[config.mk]
export PLATFORM = sky130hd
export DESIGN_NAME = servo_valve_pwm_with_timeout
export DESIGN_NICKNAME = d
export VERILOG_FILES = /design/src/rtl/core/svpwm_pkg.sv /design/src/rtl/core/svpwm_core.sv /design/src/rtl/core/servo_valve_pwm_with_timeout.sv
export SDC_FILE = /design/constraint.sdc
export NUM_CORES = 1
export LEC_CHECK = 0
export BUFFER_PORTS_ARGS = -buffer_cell sky130_fd_sc_hd__buf_4
export CORE_AREA = 2 2 226 117
export CTS_CLUSTER_DIAMETER = 40
export DETAILED_ROUTE_END_ITERATION = 7
export DIE_AREA = 0 0 228 119
export HOLD_SLACK_MARGIN = 0.12
export PLACE_DENSITY = 0.62
export SLEW_MARGIN = 20
export SYNTH_ARGS = -nofsm -noshare
export SYNTH_HDL_FRONTEND = slang
export SYNTH_SLANG_ARGS = --single-unit
[constraint.sdc]
create_clock -name clk -period 4.5 [get_ports clk]
set_input_delay 0.675 -clock clk [delete_from_list [all_inputs] [get_ports clk]]
set_output_delay 0.675 -clock clk [all_outputs]
set_load 0.01 [all_outputs]
[src/rtl/core/svpwm_pkg.sv]
// Shared types, register map and reset values for the servo valve PWM block.
`timescale 1ns / 1ps
package svpwm_pkg;

	localparam int unsigned OVERFLOW_TICKS = 65536;
	localparam logic [15:0] PRESCALE_LAST  = 16'(OVERFLOW_TICKS - 1);

	localparam logic [15:0] PERIOD_RESET  = 16'd20000;
	localparam logic [15:0] OPEN_RESET    = 16'd500;
	localparam logic [15:0] CLOSED_RESET  = 16'd1150;
	localparam logic [15:0] TIMEOUT_RESET = 16'd150;

	localparam int unsigned ADDR_W = 4;

	typedef enum logic [1:0] {
		REG_PERIOD  = 2'd0,
		REG_OPEN    = 2'd1,
		REG_CLOSED  = 2'd2,
		REG_TIMEOUT = 2'd3
	} reg_index_t;

	typedef struct packed {
		logic [15:0] period_ticks;
		logic [15:0] open_pulse_ticks;
		logic [15:0] closed_pulse_ticks;
		logic [15:0] open_timeout_overflows;
	} cfg_t;

	typedef struct packed {
		logic servo_pin;
		logic valve_open;
	} result_t;

endpackage

[src/rtl/core/svpwm_core.sv]
// Valve state, overflow prescaler and PWM phase, advanced once per tick.
`timescale 1ns / 1ps
module svpwm_core (
	input  logic             clk,
	input  logic             arst_n,
	input  logic             step,
	input  logic             command_level,
	input  svpwm_pkg::cfg_t  cfg,
	output svpwm_pkg::result_t result
);
	import svpwm_pkg::*;

	logic [15:0] phase_q;
	logic [15:0] width_q;
	logic        drive_q;
	logic        open_q;
	logic        armed_q;
	logic        prev_q;
	logic [15:0] prescale_q;
	logic [15:0] elapsed_q;

	logic        rise, fall;
	logic        open1, armed1, open2, armed2;
	logic [15:0] elapsed1, elapsed2;
	logic        wrap;
	logic [15:0] period;
	logic [16:0] phase_inc;
	logic        last_phase;
	logic        pulse_end;
	logic        drive_d;
	logic        timed_out;
	logic [15:0] width_d;
	logic [15:0] phase_d;
	logic [15:0] prescale_d;

	always_comb begin
		rise = command_level && !prev_q;
		fall = !command_level && prev_q;
		open1    = rise ? 1'b1 : (fall ? 1'b0 : open_q);
		armed1   = rise ? 1'b1 : (fall ? 1'b0 : armed_q);
		elapsed1 = rise ? 16'd0 : elapsed_q;

		wrap       = (prescale_q == PRESCALE_LAST);
		prescale_d = wrap ? 16'd0 : prescale_q + 16'd1;
		elapsed2   = (wrap && elapsed1 != 16'hFFFF) ? elapsed1 + 16'd1 : elapsed1;

		period     = (cfg.period_ticks == 16'd0) ? 16'd1 : cfg.period_ticks;
		phase_inc  = {1'b0, phase_q} + 17'd1;
		last_phase = (phase_inc >= {1'b0, period});

		drive_d = (phase_q == 16'd0) ? 1'b1 : drive_q;
		if (width_q < period) begin
			pulse_end = (phase_q == width_q);
			if (pulse_end) begin
				drive_d = 1'b0;
			end
		end else begin
			pulse_end = last_phase;
		end

		timed_out = pulse_end && armed1 && (elapsed2 >= cfg.open_timeout_overflows);
		open2  = timed_out ? 1'b0 : open1;
		armed2 = timed_out ? 1'b0 : armed1;

		width_d = width_q;
		if (pulse_end) begin
			width_d = open2 ? cfg.open_pulse_ticks : cfg.closed_pulse_ticks;
		end

		phase_d = last_phase ? 16'd0 : phase_inc[15:0];
	end

	always_ff @(posedge clk or negedge arst_n) begin
		if (!arst_n) begin
			phase_q    <= '0;
			width_q    <= CLOSED_RESET;
			drive_q    <= 1'b0;
			open_q     <= 1'b0;
			armed_q    <= 1'b0;
			prev_q     <= 1'b0;
			prescale_q <= '0;
			elapsed_q  <= '0;
		end else if (step) begin
			phase_q    <= phase_d;
			width_q    <= width_d;
			drive_q    <= drive_d;
			open_q     <= open2;
			armed_q    <= armed2;
			prev_q     <= command_level;
			prescale_q <= prescale_d;
			elapsed_q  <= elapsed2;
		end
	end

	assign result.servo_pin  = drive_d;
	assign result.valve_open = open2;

endmodule

[src/rtl/core/servo_valve_pwm_with_timeout.sv]
// Top level of the servo valve PWM generator with timed auto-close.
//
// Each input request is one timer tick carrying the sampled command pin
// level (command_level); each tick yields exactly one result request with
// the servo drive level (servo_pin) and the valve state (valve_open).
// Both channels use valid/stall; a request moves at an edge with valid
// high and stall low.
// A tick is captured in an input register; when the output side is free
// its state update runs and the result lands in the output register,
// raising out_valid. One tick is taken every cycle as long as the output
// side keeps up; the rate is set by the single input-to-output register
// pair. When out_stall is high with a result waiting, the result holds
// and the waiting input stage holds; in_stall rises only when both are
// full. Reset clears the pipeline and the PWM state (phase 0, closed
// width, pin low, valve closed) and loads the register defaults.
// Registers are written over the APB port, at byte address 4*index;
// the user must write them only while idle; the block does not check it.
`timescale 1ns / 1ps
module servo_valve_pwm_with_timeout (
	input  logic                        clk,
	input  logic                        arst_n,
	input  logic                        in_valid,
	output logic                        in_stall,
	input  logic                        command_level,
	output logic                        out_valid,
	input  logic                        out_stall,
	output logic                        servo_pin,
	output logic                        valve_open,
	input  logic                        psel,
	input  logic                        penable,
	input  logic                        pwrite,
	input  logic [svpwm_pkg::ADDR_W-1:0] paddr,
	input  logic [31:0]                 pwdata,
	output logic [31:0]                 prdata,
	output logic                        pready
);
	import svpwm_pkg::*;

	cfg_t       cfg_q;
	reg_index_t reg_idx;
	logic       valid_s1;
	logic       cmd_s1;
	logic       out_free;
	logic       move_s1;
	logic       load_s1;
	result_t    res;
	result_t    res_q;
	logic       out_valid_q;

	assign pready  = 1'b1;
	assign reg_idx = reg_index_t'(paddr[3:2]);

	always_ff @(posedge clk or negedge arst_n) begin
		if (!arst_n) begin
			cfg_q.period_ticks           <= PERIOD_RESET;
			cfg_q.open_pulse_ticks       <= OPEN_RESET;
			cfg_q.closed_pulse_ticks     <= CLOSED_RESET;
			cfg_q.open_timeout_overflows <= TIMEOUT_RESET;
		end else if (psel && penable && pwrite) begin
			unique case (reg_idx)
				REG_PERIOD:  cfg_q.period_ticks           <= pwdata[15:0];
				REG_OPEN:    cfg_q.open_pulse_ticks       <= pwdata[15:0];
				REG_CLOSED:  cfg_q.closed_pulse_ticks     <= pwdata[15:0];
				REG_TIMEOUT: cfg_q.open_timeout_overflows <= pwdata[15:0];
				default:     ;
			endcase
		end
	end

	always_comb begin
		unique case (reg_idx)
			REG_PERIOD:  prdata = {16'd0, cfg_q.period_ticks};
			REG_OPEN:    prdata = {16'd0, cfg_q.open_pulse_ticks};
			REG_CLOSED:  prdata = {16'd0, cfg_q.closed_pulse_ticks};
			REG_TIMEOUT: prdata = {16'd0, cfg_q.open_timeout_overflows};
			default:     prdata = '0;
		endcase
	end

	assign out_free = !out_valid_q || !out_stall;
	assign move_s1  = valid_s1 && out_free;
	assign load_s1  = !valid_s1 || move_s1;
	assign in_stall = valid_s1 && !out_free;

	always_ff @(posedge clk or negedge arst_n) begin
		if (!arst_n) begin
			valid_s1 <= 1'b0;
		end else if (load_s1) begin
			valid_s1 <= in_valid;
		end
	end

	always_ff @(posedge clk) begin
		if (load_s1 && in_valid) begin
			cmd_s1 <= command_level;
		end
	end

	svpwm_core u_core (
		.clk           (clk),
		.arst_n        (arst_n),
		.step          (move_s1),
		.command_level (cmd_s1),
		.cfg           (cfg_q),
		.result        (res)
	);

	always_ff @(posedge clk or negedge arst_n) begin
		if (!arst_n) begin
			out_valid_q <= 1'b0;
		end else if (out_free) begin
			out_valid_q <= valid_s1;
		end
	end

	always_ff @(posedge clk) begin
		if (move_s1) begin
			res_q <= res;
		end
	end

	assign out_valid  = out_valid_q;
	assign servo_pin  = res_q.servo_pin;
	assign valve_open = res_q.valve_open;

endmodule

==> metrics.csv, run 1 <==
stage;metric;value;unit
power;Power Density;500;nW/um^2
job;max-cap viol count;0;
worst_setup_path;worst-path maximum fanout;12;
synthesis;share of synthesized registers carrying an async set or reset;0.978;
die;# IOs;81;
synthesis;sequential share of the synthesized area;0.391;
synthesis;Syn Std Cell Area;8900;um^2
drt;1st-iter DRT viols;1000;
drt;detailed-route via count;7428;
timing;worst setup margin;0.169;ns
final_layout;layout cells sized above 1;0.248;
cts;H-tree levels;4;
power;Peak VDD IR;0.285;mV
power;internal power;3.19;mW
timing;Hold Slack;0.229;ns
grt;first-pass GRT wire length;40.9;mm
worst_setup_path;Worst setup EP type;flop;
worst_setup_path;slowest CP cell;or3_4;
worst_hold_path;hold crit path type;primary input to async pin;
drt;1st-pass router iterations;5;
power;combinational fraction of design power;0.357;
cts;number of buffers created by CTS;17;
synthesis;#FFs+latches synth;137;
placement;Post-Place Setup Slack;0.0893;ns
grt;largest net degree at the start of global routing;74;
placement;DP Area;9640;um^2
worst_setup_path;WP data required;4.86;ns
drt;Vias/cell;5.59;
power;switching part of the total;0.386;
worst_setup_path;CP Cell Sequence;and4_4 -> nand4_1 -> or3_4 -> nor4_4 -> buf_4 -> nand2_1 -> xor2_1 -> nor2_1 -> ha_1 -> nand4_1 -> a2111oi_2 -> a21oi_1 -> a21oi_2 -> o21a_4 -> buf_12 -> a2111oi_0 -> nor3_1;
placement;gpl congestion;0.871;
worst_setup_path;Critical Path Start Type;flop;
cts;Clock transition at path regs;0.06;ns
cts;clk buf depth;2;
grt;number of global-route vias before repair;6753;
drt;remaining routing DRC violations;0;
drt;Wirelength per Cell;19.8;um
timing;final clock skew;0.00872;ns
timing;period utilisation layout;0.962;
synthesis;syn avg cell area;9.66;um^2
drt;Detail Route Antenna Nets;0;
worst_setup_path;slowest cell delay on critical path;0.46;ns
timing;final-report hold violation count;0;
power;Sw Pwr;2.00;mW
timing;worst slew pin tran;1.09;ns
power;P_leak;4.46;nW
synthesis;Post-synth EDFFs;3;
worst_setup_path;r2r setup slk;0.17;ns
synthesis;ys flop type;dfrtp_1;
cts;# clock sinks;137;
synthesis;Ys Warns;0;
final_layout;# fillers;2554;
grt;total congestion overflow;0;
timing;Slew Viols, Final;0;
final_layout;Synth-to-Final Area Change;16.6;%
worst_setup_path;CP Class;flop to flop;
grt;initial antenna violation count;0;
die;DIE HEIGHT;119;um
worst_setup_path;Most Frequent Cell on Critical Path;nand4_1;
cts;Root Buffer;clkbuf_16;
placement;number of port buffers;45;
placement;hpwl dp;19.0;mm
final_layout;Finished Cell Area;10400;um^2
power;Clk network pwr share;0.284;
die;Die ar.;27100;um^2
synthesis;cells after synthesis;921;
worst_setup_path;Worst Path Buf+Inv;2;
grt;Total GRT Usage;0.197;
die;Core ar.;25500;um^2
die;starting density of the core;0.348;
drt;Total Wirelength;26.3;mm
timing;setup TNS;0;ns
timing;Period minus WS final;4.33;ns
final_layout;NumNets Final;1056;
cts;latest clock arrival within the worst-skew pair;0.45;ns
cts;CTS tree;done;
status;status;complete, no violations;
timing;FMAX;231;MHz
final_layout;ant diodes;0;
die;Die Wd;228;um
synthesis;Distinct cells, synth;62;
timing;Slew Limit Headroom;0.270;
worst_setup_path;Data arrival, critical path;4.69;ns
power;Flop pwr share;0.359;
worst_setup_path;CP delay by family, top;simple AND/OR/NAND/NOR gates;
die;num rows;42;
timing;# setup viols final;0;
## power groups by stage
stage / clock network (mW) / logic [mW] / registers, mW
floorplan: 0 / 1.27 / 1.77
global placement: 0 / 1.74 / 1.86
detailed placement: 0 / 1.78 / 1.87
finish: 1.47 / 1.85 / 1.86
CTS: 1.49 / 1.79 / 1.85
global route: 1.55 / 2.04 / 1.90
## cells in the mapped netlist (all sizes together) (6+ instances only)
cell type | n | area (um^2)
nand2b | 6 | 37.5
o2111a | 16 | 180
xnor2 | 23 | 209
o21ai | 72 | 360
nand2 | 84 | 315
a2111oi | 18 | 176
o31ai | 22 | 170
or3 | 6 | 37.5
mux4 | 16 | 360
mux2 | 53 | 601
nor2 | 66 | 248
buf | 33 | 225
nor3 | 30 | 150
and3 | 6 | 37.5
ha | 49 | 613
dfstp | 29 | 762
clkbuf | 43 | 161
nor4 | 12 | 81.3
nand3 | 31 | 155
inv | 46 | 173
a21oi | 29 | 145
nand4 | 21 | 131
a31oi | 22 | 138
xor2 | 30 | 263
dfrtp | 105 | 2630
and2 | 6 | 37.5
## sequential cells by signal, indices dropped and copies added (netlist names)
| name | count |
|---|---|
| u_core.armed_q | 1 |
| u_core.phase_q | 16 |
| u_core.drive_q | 1 |
| cfg_q | 64 |
| u_core.prev_q | 1 |
| u_core.prescale_q | 16 |
| cmd_s1 | 1 |
| u_core.width_q | 16 |
| servo_pin | 1 |
| valve_open | 1 |
| valid_s1 | 1 |
| u_core.open_q | 1 |
| out_valid | 1 |
| u_core.elapsed_q | 16 |
## per-stage QoR
| stage | utilization | power [mW] | cells |
|---|---|---|---|
| detailed placement | 0.377 | 3.65 | 1291 |
| floorplan | - | 3.04 | 936 |
| CTS | 0.401 | 5.13 | 1323 |
| global placement | 0.377 | 3.60 | 1291 |
| global route | 0.406 | 5.49 | 1328 |
| finish | 0.406 | 5.19 | 1328 |
## path summary, 6_finish.rpt
path                                      start            endpoint  depth (start not counted)
max                        u_core.prescale_q[9]  u_core.width_q[10]                         17
min in group clk                  command_level              cmd_s1                          1
max in group asynchronous                arst_n           cfg_q[57]                          2
min                                      arst_n           cfg_q[61]                          1
min reg2reg                      u_core.drive_q      u_core.drive_q                          2
max reg2reg                u_core.prescale_q[9]  u_core.width_q[10]                         17
## metal layers
layer / up-vias / GRT usage / part of all wire
met3: 10 / 0.0639 / 0.098
met1: 3675 / 0.335 / 0.54
met2: 333 / 0.230 / 0.36
met4: 0 / 0.0278 / 0.0042
li1: 3410 / - / -
met5: - / 0 / 0
## worst register-to-register path, stage by stage (launching register included)
cell       delay (ns)
dfrtp_1          0.40
and4_4           0.27
nand4_1          0.16
or3_4            0.46
nor4_4           0.31
buf_4            0.19
nand2_1          0.09
xor2_1           0.16
nor2_1           0.08
ha_1             0.33
nand4_1          0.29
a2111oi_2        0.39
a21oi_1          0.13
a21oi_2          0.21
o21a_4           0.23
buf_12           0.16
a2111oi_0        0.11
nor3_1           0.26
## cell families (layout without fill, tap and decap cells)
family,Yosys count,after routing,share of synthesized area
AOI/OAI and AO/OA,206,206,0.162
xor gates and xnor gates,53,53,0.0530
adders and majority gates,50,50,0.0700
buffers and inverters,122,162,0.0628
DFF,137,137,0.391
muxes,69,69,0.108
other,2,17,0.000844
and+or+nand+nor,282,282,0.152
## final cells by class
class	count	area (um^2)	area share
Tap cell	352	440	0.0424
Clock buffer	23	499	0.0481
Timing Repair Buffer	84	664	0.0640
Sequential cell	137	3480	0.335
Multi-Input combinational cell	677	5010	0.483
Inverter	46	173	0.0166
Clock inverter	9	111	0.0107
## cell usage in the layout, fill, tap and decap left out, drive strengths merged, types with 3 or more instances in the layout
cell and count:
dfrtp 105, inv 47, nand4 21, and2 6
conb 17, nand3 31, buf 83, xnor2 23
nand2b 6, nor3 30, mux4 16, a21oi 29
edfxtp 3, and4 5, nor4 12, a31oi 22
ha 49, mux2 53, a2111oi 18, or3 6
o21ai 72, o211ai 3, a21o 4, nand2 84
clkbuf 24, a31o 3, clkinv 4, or2 4
dfstp 29, and3 6, o2111a 16, a41o 3
o31ai 22, nor2 66, xor2 30
## what timing repair did
item                                    4_1_cts  5_1_grt
setup buffers                                 0        4
gates resized for setup                       0       25
hold buffers                                  0        0
endpoints found under the setup margin        0       19
Note: power is estimated with default switching activity, not from simulation.
==> inputs of run 2 (changes only) <==
- BUFFER_PORTS_ARGS: -buffer_cell sky130_fd_sc_hd__buf_4 -> -buffer_cell sky130_fd_sc_hd__buf_2
- CTS_CLUSTER_DIAMETER: 40 -> default
==> metrics.csv, run 2 (synthesized netlist as in run 1, its figures left out) <==
stage;metric;value;unit;change
drt;1st-pass router iterations;7;;+2
die;starting density of the core;0.348;;unchanged
die;Die Wd;228;um;unchanged
die;DIE HEIGHT;119;um;unchanged
drt;1st-iter DRT viols;750;;-25%
timing;final clock skew;0.0122;ns;+0.00352 ns
placement;number of port buffers;45;;unchanged
final_layout;Synth-to-Final Area Change;14.9;%;
power;Sw Pwr;2.04;mW;+1.8%
final_layout;NumNets Final;1053;;-0.28%
drt;Total Wirelength;25.8;mm;-1.8%
drt;Vias/cell;5.58;;-0.17%
worst_setup_path;CP Cell Sequence;nand2b_1 -> and2_1 -> ha_1 -> nand4_1 -> nor4_4 -> buf_4 -> nor2_1 -> xnor2_1 -> ha_1 -> nand2b_1 -> a2111o_1 -> a21oi_1 -> a21oi_2 -> o21a_1 -> buf_12 -> a2111oi_1 -> nor3_1;;
worst_setup_path;Data arrival, critical path;4.53;ns;-0.16 ns
worst_setup_path;CP Class;flop to flop;;
die;num rows;42;;unchanged
final_layout;Biggest register;cfg_q;;
power;Flop pwr share;0.360;;about the same
placement;DP Area;9540;um^2;-1.0%
cts;CTS Hold Bufs;0;;unchanged
timing;Period minus WS final;4.23;ns;-0.0992 ns
worst_setup_path;Worst Path Buf+Inv;2;;unchanged
final_layout;layout cells sized above 1;0.244;;-0.00437
drt;remaining routing DRC violations;0;;unchanged
worst_setup_path;Worst setup EP type;flop;;
die;Core ar.;25500;um^2;unchanged
cts;clk buf depth;2;;unchanged
final_layout;commonest cells after routing, fill and taps aside;dfrtp_1 (105), nand2_1 (83), o21ai_0 (71);;
power;switching part of the total;0.395;;+0.00891
power;P_leak;4.40;nW;-1.2%
power;Peak VDD IR;0.322;mV;+13%
drt;Detail Route Antenna Nets;0;;unchanged
status;status;complete, no violations;;
die;Die ar.;27100;um^2;unchanged
grt;largest net degree at the start of global routing;110;;+49%
final_layout;commonest non-fill, non-tap cell in the layout;dfrtp_1;;
power;combinational fraction of design power;0.367;;+0.010
timing;RSZ-0062 raised after global routing;true;;
power;Final Total Pwr;5.16;mW;-0.50%
cts;CTS tree;done;;
final_layout;# fillers;2545;;-0.35%
power;Power Density;505;nW/um^2;+1.1%
worst_setup_path;WP data required;4.80;ns;-0.06 ns
timing;Slew Viols, Final;0;;unchanged
power;internal power;3.13;mW;-1.9%
timing;period utilisation layout;0.940;;-0.0220
cts;Root Buffer;clkbuf_16;;
cts;H-tree levels;4;;unchanged
cts;Clock transition at path regs;0.06;ns;about the same
worst_hold_path;hold crit path type;primary input to async pin;;
grt;number of global-route vias before repair;6838;;+1.3%
worst_setup_path;CP delay by family, top;simple AND/OR/NAND/NOR gates;;
final_layout;Finished Cell Area;10200;um^2;-1.5%
grt;initial antenna violation count;2;;+2
worst_setup_path;slowest CP cell;a2111o_1;;
cts;# clock sinks;137;;unchanged
timing;final-report hold violation count;0;;unchanged
worst_setup_path;Critical Path Start Type;flop;;
job;max-cap viol count;0;;unchanged
cts;number of buffers created by CTS;17;;unchanged
grt;total congestion overflow;0;;unchanged
final_layout;max reg flops;64;;unchanged
worst_setup_path;slowest cell delay on critical path;0.45;ns;about the same
timing;worst slew pin tran;0.988;ns;-0.107 ns
placement;gpl congestion;0.901;;+3.4%
drt;detailed-route via count;7410;;-0.24%
placement;hpwl dp;18.7;mm;-1.7%
worst_setup_path;worst-path maximum fanout;32;;+20
final_layout;final core occ;0.400;;-0.00622
timing;Slew Limit Headroom;0.341;;+0.0710
die;# IOs;81;;unchanged
timing;# setup viols final;0;;unchanged
grt;first-pass GRT wire length;40.7;mm;-0.35%
cts;latest clock arrival within the worst-skew pair;0.44;ns;about the same
timing;FMAX;236;MHz;+2.3%
power;Clk network pwr share;0.274;;-0.010
drt;Wirelength per Cell;19.4;um;-1.8%
grt;Total GRT Usage;0.194;;-0.00277
## run 2: repair_timing
action,4_1_cts,5_1_grt
resized for setup,0,20
setup endpoints to repair,0,18
buffers inserted,0,4
## run 2: metrics by stage
stage	TNS, ns	hold slack (ns)	worst slack (ns)	cells
final	0	0.368	0.269	1327
after global routing	-0.0280	0.415	-0.0135	1326
after CTS	0	0.407	0.110	1321
after detailed placement	0	0.479	0.114	1289
after global placement	0	0.466	0.279	1289
after floorplan	0	0.379	0.364	936
## run 2: worst paths after layout
kind                                        to  cells after the start  slack [ns]                start
setup reg to reg            u_core.width_q[11]                     17        0.27               cmd_s1
hold reg to reg            u_core.elapsed_q[0]                      2        0.50  u_core.elapsed_q[0]
hold / removal                       cfg_q[61]                      1        0.37               arst_n
max in group asynchronous            cfg_q[17]                      2        3.18               arst_n
setup / recovery            u_core.width_q[11]                     17        0.27               cmd_s1
min in group clk                        cmd_s1                      1        0.42        command_level
## run 2: cell type report
type / instances / area, um^2 / share of cell area
Multi-Input combinational cell: 677 / 5000 / 0.489
Sequential cell: 137 / 3480 / 0.340
Timing Repair Buffer: 81 / 542 / 0.0530
Tap cell: 352 / 440 / 0.0431
Clock buffer: 19 / 433 / 0.0424
Inverter: 46 / 173 / 0.0169
Clock inverter: 13 / 148 / 0.0144
Antenna cell: 2 / 5.00 / 0.000490
## run 2: metal layers
metal / routed length, um / vias up / global-route usage
met5: 0 / - / 0
met4: 247 / 0 / 0.0474
met3: 2460 / 18 / 0.0606
met2: 9010 / 297 / 0.220
met1: 14100 / 3666 / 0.330
li1: - / 3429 / -
## run 2: power by group through the flow
stage,clock (mW),combinational (mW),sequential [mW]
after floorplan,0,1.27,1.77
after global placement,0,1.78,1.86
after detailed placement,0,1.81,1.87
after CTS,1.43,1.82,1.85
after global routing,1.49,2.06,1.89
final,1.41,1.89,1.86
==> inputs of run 3 (changes only) <==
- MAX_ROUTING_LAYER: default -> met4
==> metrics.csv, run 3 (synthesized netlist as in run 1, its figures left out) <==
stage;metric;value;unit;change
power;Clk network pwr share;0.274;;about the same
cts;clk buf depth;2;;unchanged
power;combinational fraction of design power;0.367;;about the same
worst_setup_path;slowest cell delay on critical path;0.45;ns;about the same
power;P_leak;4.40;nW;unchanged
grt;largest net degree at the start of global routing;110;;unchanged
final_layout;commonest cells after routing, fill and taps aside;dfrtp_1 (105), nand2_1 (83), o21ai_0 (71);;
drt;detailed-route via count;7354;;-0.76%
cts;# clock sinks;137;;unchanged
cts;number of buffers created by CTS;17;;unchanged
final_layout;layout cells sized above 1;0.244;;unchanged
placement;DP Area;9540;um^2;unchanged
die;Die Wd;228;um;unchanged
cts;CTS tree;done;;
grt;initial antenna violation count;2;;unchanged
final_layout;Finished Layout Cells;1327;;unchanged
worst_setup_path;Worst setup EP type;flop;;
drt;Total Wirelength;25.8;mm;about the same
timing;Period minus WS final;4.26;ns;+0.0324 ns
die;# IOs;81;;unchanged
die;num rows;42;;unchanged
power;Final Total Pwr;5.16;mW;about the same
cts;Clock transition at path regs;0.06;ns;about the same
cts;Root Buffer;clkbuf_16;;
timing;period utilisation layout;0.948;;+0.00721
power;Peak VDD IR;0.323;mV;+0.11%
final_layout;NumNets Final;1053;;unchanged
timing;final-report hold violation count;0;;unchanged
cts;H-tree levels;4;;unchanged
timing;Slew Limit Headroom;0.349;;+0.00748
final_layout;Synth-to-Final Area Change;14.9;%;unchanged
grt;total congestion overflow;0;;unchanged
grt;number of global-route vias before repair;6829;;-0.13%
die;Core ar.;25500;um^2;unchanged
worst_setup_path;worst-path maximum fanout;32;;unchanged
final_layout;Finished Cell Area;10200;um^2;unchanged
worst_setup_path;Critical Path Start Type;flop;;
worst_setup_path;slowest CP cell;a2111o_1;;
placement;gpl congestion;0.916;;+1.7%
timing;# setup viols final;0;;unchanged
worst_setup_path;Data arrival, critical path;4.57;ns;+0.04 ns
timing;final clock skew;0.0138;ns;+0.00158 ns
final_layout;commonest non-fill, non-tap cell in the layout;dfrtp_1;;
die;Die ar.;27100;um^2;unchanged
timing;Slew Viols, Final;0;;unchanged
power;internal power;3.12;mW;about the same
grt;first-pass GRT wire length;40.8;mm;+0.14%
timing;FMAX;235;MHz;-0.76%
drt;1st-iter DRT viols;766;;+2.1%
timing;RSZ-0062 raised after global routing;true;;
final_layout;max reg flops;64;;unchanged
timing;worst slew pin tran;0.977;ns;-0.0112 ns
grt;Total GRT Usage;0.201;;+0.00627
placement;Post-Place Setup Slack;0.114;ns;unchanged
power;Flop pwr share;0.360;;about the same
die;DIE HEIGHT;119;um;unchanged
power;Sw Pwr;2.03;mW;-0.18%
cts;latest clock arrival within the worst-skew pair;0.44;ns;about the same
final_layout;Biggest register;cfg_q;;
worst_hold_path;hold crit path type;primary input to async pin;;
status;status;complete, no violations;;
placement;placed insts;1289;;unchanged
die;starting density of the core;0.348;;unchanged
power;Power Density;505;nW/um^2;about the same
drt;remaining routing DRC violations;0;;unchanged
timing;worst setup margin;0.236;ns;-0.0324 ns
drt;1st-pass router iterations;5;;-2
placement;hpwl dp;18.7;mm;unchanged
power;switching part of the total;0.394;;about the same
worst_setup_path;CP Cell Sequence;nand2b_1 -> and2_1 -> ha_1 -> nand4_1 -> nor4_4 -> buf_4 -> nor2_1 -> xnor2_1 -> ha_1 -> nand2b_1 -> a2111o_1 -> a21oi_1 -> a21oi_2 -> o21a_1 -> buf_12 -> a2111oi_0 -> nor3_1;;
placement;number of port buffers;45;;unchanged
job;max-cap viol count;0;;unchanged
drt;Wirelength per Cell;19.4;um;about the same
drt;Detail Route Antenna Nets;0;;unchanged
worst_setup_path;CP Class;flop to flop;;
worst_setup_path;WP data required;4.80;ns;about the same
drt;Vias/cell;5.54;;-0.76%
cts;CTS Hold Bufs;0;;unchanged
[run 3: routing by layer]
metal | routed length, um | global-route usage
met5 | 0 | -
met4 | 237 | 0.0474
met3 | 2400 | 0.0601
met1 | 14000 | 0.331
met2 | 9150 | 0.220
[run 3: per-stage QoR]
| stage | TNS (ns) | hold WS (ns) | util |
|---|---|---|---|
| CTS | 0 | 0.407 | 0.396 |
| global route | -0.0264 | 0.413 | 0.400 |
| detailed placement | 0 | 0.479 | 0.373 |
| floorplan | 0 | 0.379 | - |
| global placement | 0 | 0.466 | 0.373 |
| finish | 0 | 0.352 | 0.400 |
[run 3: power by group through the flow]
stage               sequential, mW  clock, mW  combinational, mW
detailed placement            1.87          0               1.81
CTS                           1.85       1.43               1.82
floorplan                     1.77          0               1.27
finish                        1.86       1.41               1.89
global placement              1.86          0               1.78
global route                  1.89       1.49               2.06
[run 3: final timing paths]
check                                          to            from  slack [ns]  cells past startpoint
worst max-delay path            u_core.width_q[7]          cmd_s1        0.24                     17
worst min-delay path                    cfg_q[61]          arst_n        0.35                      1
worst max register to register  u_core.width_q[7]          cmd_s1        0.24                     17
worst min register to register     u_core.drive_q  u_core.drive_q        0.49                      2
max in group asynchronous               cfg_q[17]          arst_n        3.13                      2
min in group clk                           cmd_s1   command_level        0.42                      1
[run 3: area by class of cell]
cell class	count	area [um^2]
timing repair buffer	81	542
antenna	2	5.00
clock buffer	19	433
inverter	46	173
clock inverter	13	148
fill	2545	15300
multi-input combinational	677	5000
tap	352	440
sequential	137	3480
[run 3: worst max-delay path: cells and delay by family, from the launching register on]
family,cells,cell delay (ns)
compound gates,5,1.36
simple gates,7,1.30
fa+ha+maj,2,0.49
flops,1,0.38
buf+inv,2,0.35
xor+xnor,1,0.24
[run 3: what timing repair did]
item / CTS / global route
resized for setup: 0 / 20
endpoints found under the hold margin: 0 / 0
buffers inserted: 0 / 4
setup endpoints to repair: 0 / 18
